File: src/sv/hmh_pkg.sv
package hmh_pkg;

  localparam int CAPACITY_DEF  = 256;
  localparam int PRIO_BITS_DEF = 32;
  localparam int ID_BITS       = 8;
  localparam int ID_COUNT      = 256;

  localparam logic [1:0] ACT_INSERT = 2'd0;
  localparam logic [1:0] ACT_POP    = 2'd1;
  localparam logic [1:0] ACT_DELETE = 2'd2;
  localparam logic [1:0] ACT_CHANGE = 2'd3;

  localparam logic [2:0] ST_OK     = 3'd0;
  localparam logic [2:0] ST_EMPTY  = 3'd1;
  localparam logic [2:0] ST_FULL   = 3'd2;
  localparam logic [2:0] ST_DUP    = 3'd3;
  localparam logic [2:0] ST_ABSENT = 3'd4;

  // controller -> datapath, one step per cycle
  typedef struct packed {
    logic       latch;
    logic       fail;
    logic [2:0] fail_code;
    logic       ins_start;
    logic       pop_start;
    logic       pop_take;
    logic       locate;
    logic       at_slot;
    logic       up_issue;
    logic       up_move;
    logic       dn_issue;
    logic       dn_move;
    logic       place;
    logic       load_out;
  } hmh_cmd_t;

  // datapath -> controller
  typedef struct packed {
    logic [1:0] act;
    logic       present;
    logic       full;
    logic       empty;
    logic       last_slot;
    logic       grow;
    logic       shrink;
    logic       at_root;
    logic       up_swap;
    logic       no_child;
    logic       dn_swap;
  } hmh_flag_t;

endpackage

File: src/sv/hmh_ctrl.sv
module hmh_ctrl (
  input  logic              clk,
  input  logic              rst,
  input  logic              in_valid,
  output logic              in_stall,
  output logic              out_valid,
  input  logic              out_stall,
  input  hmh_pkg::hmh_flag_t flags,
  output hmh_pkg::hmh_cmd_t  cmd
);
  import hmh_pkg::*;

  localparam logic [3:0] S_IDLE     = 4'd0;
  localparam logic [3:0] S_CHECK    = 4'd1;
  localparam logic [3:0] S_LOOKUP   = 4'd2;
  localparam logic [3:0] S_POP_TAKE = 4'd3;
  localparam logic [3:0] S_AT_SLOT  = 4'd4;
  localparam logic [3:0] S_UP_ISSUE = 4'd5;
  localparam logic [3:0] S_UP_CMP   = 4'd6;
  localparam logic [3:0] S_DN_ISSUE = 4'd7;
  localparam logic [3:0] S_DN_CMP   = 4'd8;
  localparam logic [3:0] S_PLACE    = 4'd9;
  localparam logic [3:0] S_FINISH   = 4'd10;

  logic [3:0] state, state_next;
  logic       out_valid_next;

  always_comb begin
    cmd        = '0;
    state_next = state;
    case (state)
      S_IDLE: begin
        if (in_valid) begin
          cmd.latch  = 1'b1;
          state_next = S_CHECK;
        end
      end
      S_CHECK: begin
        case (flags.act)
          ACT_INSERT: begin
            if (flags.present) begin
              cmd.fail = 1'b1; cmd.fail_code = ST_DUP; state_next = S_FINISH;
            end else if (flags.full) begin
              cmd.fail = 1'b1; cmd.fail_code = ST_FULL; state_next = S_FINISH;
            end else begin
              cmd.ins_start = 1'b1; state_next = S_UP_ISSUE;
            end
          end
          ACT_POP: begin
            if (flags.empty) begin
              cmd.fail = 1'b1; cmd.fail_code = ST_EMPTY; state_next = S_FINISH;
            end else begin
              cmd.pop_start = 1'b1; state_next = S_POP_TAKE;
            end
          end
          default: begin
            if (!flags.present) begin
              cmd.fail = 1'b1; cmd.fail_code = ST_ABSENT; state_next = S_FINISH;
            end else begin
              state_next = S_LOOKUP;
            end
          end
        endcase
      end
      S_LOOKUP: begin
        cmd.locate = 1'b1;
        state_next = S_AT_SLOT;
      end
      S_POP_TAKE: begin
        cmd.pop_take = 1'b1;
        state_next   = S_DN_ISSUE;
      end
      S_AT_SLOT: begin
        cmd.at_slot = 1'b1;
        if (flags.act == ACT_DELETE && flags.last_slot) state_next = S_FINISH;
        else if (flags.grow)                             state_next = S_DN_ISSUE;
        else if (flags.shrink)                           state_next = S_UP_ISSUE;
        else                                             state_next = S_PLACE;
      end
      S_UP_ISSUE: begin
        cmd.up_issue = 1'b1;
        state_next   = flags.at_root ? S_PLACE : S_UP_CMP;
      end
      S_UP_CMP: begin
        if (flags.up_swap) begin
          cmd.up_move = 1'b1; state_next = S_UP_ISSUE;
        end else begin
          state_next = S_PLACE;
        end
      end
      S_DN_ISSUE: begin
        cmd.dn_issue = 1'b1;
        state_next   = flags.no_child ? S_PLACE : S_DN_CMP;
      end
      S_DN_CMP: begin
        if (flags.dn_swap) begin
          cmd.dn_move = 1'b1; state_next = S_DN_ISSUE;
        end else begin
          state_next = S_PLACE;
        end
      end
      S_PLACE: begin
        cmd.place  = 1'b1;
        state_next = S_FINISH;
      end
      S_FINISH: begin
        if (!out_valid || !out_stall) begin
          cmd.load_out = 1'b1; state_next = S_IDLE;
        end
      end
      default: state_next = S_IDLE;
    endcase
  end

  assign out_valid_next = cmd.load_out | (out_valid & out_stall);
  assign in_stall       = (state != S_IDLE);

  always_ff @(posedge clk) begin
    if (rst) begin
      state     <= S_IDLE;
      out_valid <= 1'b0;
    end else begin
      state     <= state_next;
      out_valid <= out_valid_next;
    end
  end

endmodule

File: config.mk
export PLATFORM = sky130hd
export DESIGN_NAME = hmh_ctrl
export DESIGN_NICKNAME = d
export VERILOG_FILES = /design/src/sv/hmh_pkg.sv /design/src/sv/hmh_ctrl.sv
export SDC_FILE = /design/constraint.sdc
export NUM_CORES = 1
export LEC_CHECK = 0
export ABC_CLOCK_PERIOD_IN_PS = 1790
export BUFFER_PORTS_ARGS = -buffer_cell sky130_fd_sc_hd__buf_2
export CAP_MARGIN = 20
export CORE_MARGIN = 5
export CORE_UTILIZATION = 41
export CTS_CLUSTER_DIAMETER = 50
export DETAILED_ROUTE_END_ITERATION = 6
export GPL_TIMING_DRIVEN = 0
export MAX_ROUTING_LAYER = met4
export PLACE_DENSITY = 0.86
export SLEW_MARGIN = 20
export SYNTH_ARGS = -nofsm -noshare
export SYNTH_HDL_FRONTEND = slang
export SYNTH_SLANG_ARGS = --single-unit
File: constraint.sdc
create_clock -name clk -period 1.79 [get_ports clk]
set_input_delay 0.2685 -clock clk [delete_from_list [all_inputs] [get_ports clk]]
set_output_delay 0.2685 -clock clk [all_outputs]
set_load 0.005 [all_outputs]
Yosys cells after proc, flatten, opt, wreduce, memory -nomap -nowiden:

Index checks and enable logic that the tools add are counted.

* bits in registers: 5

* eq/ne operators: 14
* mux-type cells: 40
* reduce and logical (&&, ||, !) cells: 8
* bitwise gates (word level): 2

Operators by type and width (count)
* $mux 4: 16
* $pmux 4 s11: 1
* $mux 1: 20
* $eq 4x3->1 const B: 4
* $pmux 4 s2: 2
* $eq 4x4->1 const B: 3
* $eq 4x2->1 const B: 2
* $mux 6: 1
* $eq 4x1->1 const B: 1
* $logic_not 4->1: 1
* $ne 2x2->1 const B: 2
* $reduce_bool 4->1: 1
* $eq 2x1->1 const B: 1
* $eq 2x2->1 const B: 1
* $logic_not 1->1: 2
* $logic_not 2->1: 1
* $reduce_and 2->1: 1
* $and 1x1->1: 1
* $logic_and 1x1->1: 1
* $logic_or 1x1->1: 1
* $or 1x1->1: 1

Depth between registers and ports, before layout:

Gate-level depths: netlist (run 1).

* depth after elaboration: 5
* mapped depth: 6
* mapped depth without buffers: 4

Worst setup path before layout (run 1):

OpenSTA, ideal clock, no wires.

* kind: register to output
* start point: reg state[1]
* end point: out cmd[12] (netlist name)
* path buffers: 1
* stages on the path, launching flop included: 5
* required time: 1.521 ns
* path slack: 0.128 ns
* arrival: 1.394 ns
* cell sequence: dfxtp_1 buf_6 or4b_4 or2_4 nor3_1

RTL lines
* from (decl): line hmh_ctrl.sv:25 `logic [3:0] state, state_next;`
* from (signal assigned): line hmh_ctrl.sv:123 `state <= state_next;`
* to (decl): line hmh_ctrl.sv:9 `output hmh_pkg::hmh_cmd_t cmd`

==> results of run 1 <==
-- registers in the layout (all words and copies together) (netlist names) --
register and count:
state 4, out_valid 1
-- power by group through the flow --
| stage | Sequential [W] | Clock, W | Combinational, W |
|---|---|---|---|
| 6_report | 0.000216 | 0.000148 | 0.000771 |
| 4_1_cts | 0.000211 | 0.000149 | 0.000726 |
| 2_1_floorplan | 0.000185 | 0 | 0.000496 |
| 3_5_place_dp | 0.000193 | 0 | 0.000698 |
| 5_1_grt | 0.000221 | 0.000157 | 0.000859 |
| 3_3_place_gp | 0.000193 | 0 | 0.000684 |
-- worst paths after layout --
| kind | startpoint | to | slack [ns] | cells past startpoint |
|---|---|---|---|---|
| max | state[2] | cmd[12] | -0.11 | 4 |
| max reg2reg | state[2] | state[0] | 0.12 | 5 |
| min | rst | state[2] | 0.23 | 2 |
| min reg2reg | out_valid | out_valid | 0.49 | 2 |
-- per-layer routing --
metal / global-route usage, % / vias up
li1: - / 398
met1: 23.5 / 357
met2: 33.1 / 45
met3: 4.60 / 4
met4: 11.6 / 0
met5: - / -
-- stage by stage --
stage,instances,instance area [sq um]
after global placement,133,744
final,139,810
after global routing,139,810
after floorplan,85,561
after CTS,139,800
after detailed placement,133,744
-- kinds of logic (layout without fill, tap and decap cells) --
logic type             after synthesis  count (layout)  share of synthesized area [%]
DFF                                  5               5                           17.9
and+or+nand+nor                     45              45                           44.9
muxes                                1               1                           1.79
buffers and inverters                9              48                           7.36
AOI/OAI and AO/OA                   25              25                           28.1
-- timing repair --
item | CTS | global route
setup buffers | 3 | 0
hold endpoints to repair | 0 | 0
pin swaps | 4 | 1
resized for setup | 7 | 7
setup endpoints to repair | 7 | 10
-- worst max-delay path: cells and delay by family, from the launching register on --
kind	cells	cell delay [ns]
buffers and inverters	1	0.13
AND/OR/NAND/NOR	3	0.91
flip-flops	1	0.33
-- Yosys cell counts --
cell type  count
nand2_1        4
dfxtp_1        5
mux2i_1        1
a31oi_1        2
a41oi_1        2
buf_6          1
and4_1         1
o31ai_1        1
nand3_1        4
and3_1         1
inv_1          4
and2b_1        1
nand4bb_1      1
nor3_1         5
nor2b_1        1
a211o_1        1
nand2b_1       6
or4b_4         1
a211oi_1       2
o21ai_0       11
and3b_1        2
or2_4          1
nor2_1        14
a221oi_1       1
o32ai_1        1
o22a_1         1
or3_1          1
a21oi_1        3
clkbuf_1       4
nor4_1         1
nand4b_1       1
-- area by class of cell --
type	instances	area share [%]
Clock buffer	4	3.25
Inverter	4	1.85
Tap cell	15	2.32
Timing Repair Buffer	36	23.2
Sequential cell	5	13.3
Buffer	4	2.16
Multi-Input combinational cell	71	53.9
==> impl_metrics.yaml, run 1 <==
run_status:
  status: "finished with violations"
  violations: "negative setup slack"
drt:
  met3_length_um: 173
  first_pass_iters: 4
  vias: 804
  drtAntennaViolNets: 0
  wl_per_cell_um: 14.1
  wl_met1_um: 809
  top_layer_used: "met4"
  wl_met2_um: 930
  via_per_inst: 5.78
  wl_um: 1950
  first_iter_violations: 18
  drc: 0
floorplan:
  core_sq_mm: 0.00130
  start_util_pct: 43.1
  io_pins: 34
  dieArea_sq_mm: 0.00221
  die_h_um: 47.0
  rows: 13
  die_x_um: 47.0
clock_tree:
  cts_root_buffer: "clkbuf_4"
  cts_tree: "built"
  cts_htree_levels: 1
  clk_latency_ns: 0.26
  clock_path_buffers: 2
  cts_hold_buf: 0
  cts_made_buffers: 3
  cts.sinks: 5
  clk_pin_slew_worst_paths_ns: 0.05
timing:
  finalCritPeriodShare_pct: 106
  worst_pin_slew_ns: 0.481
  slew_violations: 0
  finalClockSkew_ns: 0.00420
  rsz0062_at_grt: "true"
  setup_ws_ns: -0.112
  tns_ns: -0.437
  max-slew-margin-rel_pct: 67.9
  setup_viol: 5
  hold_ws_ns: 0.233
  finalHoldViolCount: 0
  fmax_mhz: 526
  layout_min_cycle_time_ns: 1.90
layout:
  syn2layout_area_growth_pct: 44.4
  nFillCells: 123
  seqCellArea_sq_um: 108
  final_common_cell: "buf_2"
  nets: 141
  drive_gt1_share_pct: 40.3
  multi_input_area_sq_um: 437
  mostFrequentLayoutCells: "33 x buf_2, 13 x nor2_1, 10 x o21ai_0, 6 x nand2b_1"
  n_antenna_cell: 0
  fin_util_pct: 62.2
critical_path:
  crit_chain: "or4b_4 > or2_4 > nor3_2 > buf_2"
  cp-start-kind: "flop"
  cp_data_required_time_ns: 1.52
  slowest_delay_ns: 0.54
  crit_path_end_kind: "output pin"
  crit_slowest_cell: "or4b_4"
  arrival_ns: 1.63
  critPathMaxFanout: 5
  critPathKind: "flop to output pin"
grt:
  grt.overflow.total: 0
  track_usage_pct: 20.7
  grt_pass1_wl_um: 3130
  grt_pass1_vias: 747
  antenna_found_initial: 0
  grt_max_degree: 11
synthesis:
  netlist.area_leader.share_pct: 17.9
  post_synth.cell_area_avg_sq_um: 6.59
  synth-seq-cells: 5
  yosysSeqAreaShare_pct: 17.9
  yosysUniqueCellTypes: 31
  syn-cell-area_sq_um: 561
  yosys_warnings: 0
  synthCells: 85
  synth_nets: 101
  synthTopCellsByArea: "dfxtp_1 18%, o21ai_0 9.8%, nor2_1 9.4%"
  yosys.area.top_type: "dfxtp_1"
pwr:
  power.internal_w: 0.000585
  p_sw_share_pct: 48.5
  vdd_ir_drop_max_mv: 0.603
  p_sw_w: 0.000550
  power.density_mw_per_mm2: 1400
  pwr-share-comb_pct: 67.9
  p_seq_share_pct: 19.0
  p_leak_nw: 0.385
  total_power_w: 0.00114
  power.share.clock_pct: 13.0
place:
  portBuffers: 33
  hpwl_um: 1430
  place_ws_ns: -0.00111
  gp_congestion: 0.808
hold_path:
  hold_class: "primary input to flop"
flow_run:
  max-cap-violations: 0
No activity file was read; power rests on OpenSTA's default activity.
==> run 2: changes to the inputs <==
--- a/config.mk
+++ b/config.mk
@@ -14,7 +14,7 @@
 export DETAILED_ROUTE_END_ITERATION = 6
 export GPL_TIMING_DRIVEN = 0
 export MAX_ROUTING_LAYER = met4
-export PLACE_DENSITY = 0.86
+export PLACE_DENSITY_LB_ADDON = 0.3
 export SLEW_MARGIN = 20
 export SYNTH_ARGS = -nofsm -noshare
 export SYNTH_HDL_FRONTEND = slang
==> run 2 against run 1 <==
  * The flow still finishes with violations (negative setup slack)
  * Clock power shrank 13%
  * Hold slack better by 0.030 ns
  * Global-route usage fell by 2.4 points
  * Cell count down 0.72%
  * Critical path type unchanged
==> impl_metrics.yaml, run 2 (same netlist as run 1, synthesis figures left out) <==
timing:
  hold_ws_ns: 0.263
  rsz0062_at_grt: "true"
  worst_pin_slew_ns: 0.472
  finalClockSkew_ns: 0.00241
  slew_violations: 0
  setup_viol: 5
  finalCritPeriodShare_pct: 105
  max-slew-margin-rel_pct: 68.6
  layout_min_cycle_time_ns: 1.88
  finalHoldViolCount: 0
  setup_ws_ns: -0.0881
  fmax_mhz: 532
critical_path:
  crit_chain: "or4b_4 > or2_4 > nor3_2 > buf_2"
  timing.reg2reg.setup_slack_ns: 0.12
  slowest_delay_ns: 0.52
  cp_data_required_time_ns: 1.52
  cp-start-kind: "flop"
  crit_buf_inv: 1
  critPathMaxFanout: 6
  crit_path_end_kind: "output pin"
  cp_top_family: "simple AND/OR/NAND/NOR gates"
  critPathKind: "flop to output pin"
  crit_slowest_cell: "or4b_4"
  r2r_cells: 5
  timing.rr.start: "state[3]"
  arrival_ns: 1.61
  reg2reg_to: "state[0]"
clock_tree:
  cts_tree: "built"
  cts_hold_buf: 0
  cts_made_buffers: 3
  cts.sinks: 5
  clk_pin_slew_worst_paths_ns: 0.04
  cts_htree_levels: 1
  cts_root_buffer: "clkbuf_4"
  clk_latency_ns: 0.24
  clock_path_buffers: 2
place:
  portBuffers: 33
  dp.cells: 133
  gp_congestion: 0.866
  hpwl_um: 1420
layout:
  multi_input_area_sq_um: 439
  final_common_cell: "buf_2"
  drive_gt1_share_pct: 39.8
  reg_top3: "state (4), out_valid (1)"
  nets: 140
  nFillCells: 132
  regMostFlops: "state"
  syn2layout_area_growth_pct: 43.3
  fin_util_pct: 61.7
  seqCellArea_sq_um: 108
  largest_register_ffs: 4
  mostFrequentLayoutCells: "33 x buf_2, 12 x nor2_1, 11 x o21ai_0, 6 x nand2b_1"
  stdcell_count: 138
  n_antenna_cell: 0
floorplan:
  dieArea_sq_mm: 0.00221
  rows: 13
  die_h_um: 47.0
  io_pins: 34
  die_x_um: 47.0
  core_sq_mm: 0.00130
  start_util_pct: 43.1
pwr:
  p_leak_nw: 0.377
  vdd_ir_drop_max_mv: 0.595
  power.density_mw_per_mm2: 1360
drt:
  via_per_inst: 5.97
  drtAntennaViolNets: 0
  first_iter_violations: 39
  first_pass_iters: 4
  vias: 824
  wl_um: 1810
  drc: 0
  wl_per_cell_um: 13.1
run_status:
  violations: "negative setup slack"
  status: "finished with violations"
hold_path:
  min_from: "rst"
  whs_endpoint: "state[3]"
  hold_path_depth: 2
  hold_class: "primary input to flop"
grt:
  antenna_found_initial: 0
  grt.overflow.total: 0
  track_usage_pct: 18.3
  grt_pass1_wl_um: 2840
  grt_pass1_vias: 708
  grt_max_degree: 11
flow_run:
  max-cap-violations: 0
==> run 2: cell types whose count changed in the layout (fill, tap and decap cells not counted) <==
cell,before,now
buf_4,3,2
clkbuf_2,2,1
nor2_1,13,12
o21ai_1,1,0
nor2_2,0,1
clkbuf_1,3,4
o21ai_0,10,11
==> run 2: stage by stage <==
| stage | power, W | setup WS, ns | area (sq um) | TNS, ns |
|---|---|---|---|---|
| final | 0.00109 | -0.0881 | 803 | -0.336 |
| after global routing | 0.00121 | -0.146 | 803 | -0.600 |
| after CTS | 0.00104 | -0.117 | 779 | -0.436 |
| after detailed placement | 0.000896 | 0.00476 | 744 | 0 |
| after global placement | 0.000882 | 0.0218 | 744 | 0 |
| after floorplan | 0.000681 | 0.128 | 561 | 0 |
==> run 2: area by class of cell <==
type,count,share of cell area (%)
Multi-Input combinational cell,71,54.7
Timing Repair Buffer,35,22.4
Sequential cell,5,13.4
Clock buffer,4,3.27
Tap cell,15,2.34
Buffer,4,2.02
Inverter,4,1.87
==> run 2: worst register-to-register path, stage by stage (launching register included) <==
cell,delay [ns]
dfxtp_4,0.35
or4b_4,0.52
buf_4,0.15
a211oi_1,0.23
a221oi_1,0.09
a211oi_1,0.23
==> run 2: where the power goes <==
group / internal [W] / switching, W
Combinational: 0.000320 / 0.000415
Sequential: 0.000166 / 0.0000616
Clock: 0.0000841 / 0.0000444
Total: 0.000570 / 0.000521
==> run 2: worst max-delay path by stage <==
stage             start  endpoint  slack (ns)  cells after the start
3_3_place_gp   state[1]   cmd[12]        0.02                      5
2_1_floorplan  state[1]   cmd[12]        0.13                      4
4_1_cts        state[2]   cmd[12]       -0.12                      4
3_5_place_dp   state[1]   cmd[12]       0.005                      5
6_report       state[3]   cmd[12]       -0.09                      4
5_1_grt        state[3]   cmd[12]       -0.15                      4
==> run 2: timing repair <==
item,in CTS,in global routing
endpoints found under the setup margin,4,8
buffers inserted,1,1
gates resized for setup,6,6
pin swaps,5,3
==> run 2: layer usage <==
layer	track usage (%)	up-vias	share of wire [%]
li1	-	391	-
met4	6.08	0	2.4
met1	23.0	357	42
met3	6.51	12	12
met2	27.1	64	44
met5	-	-	0
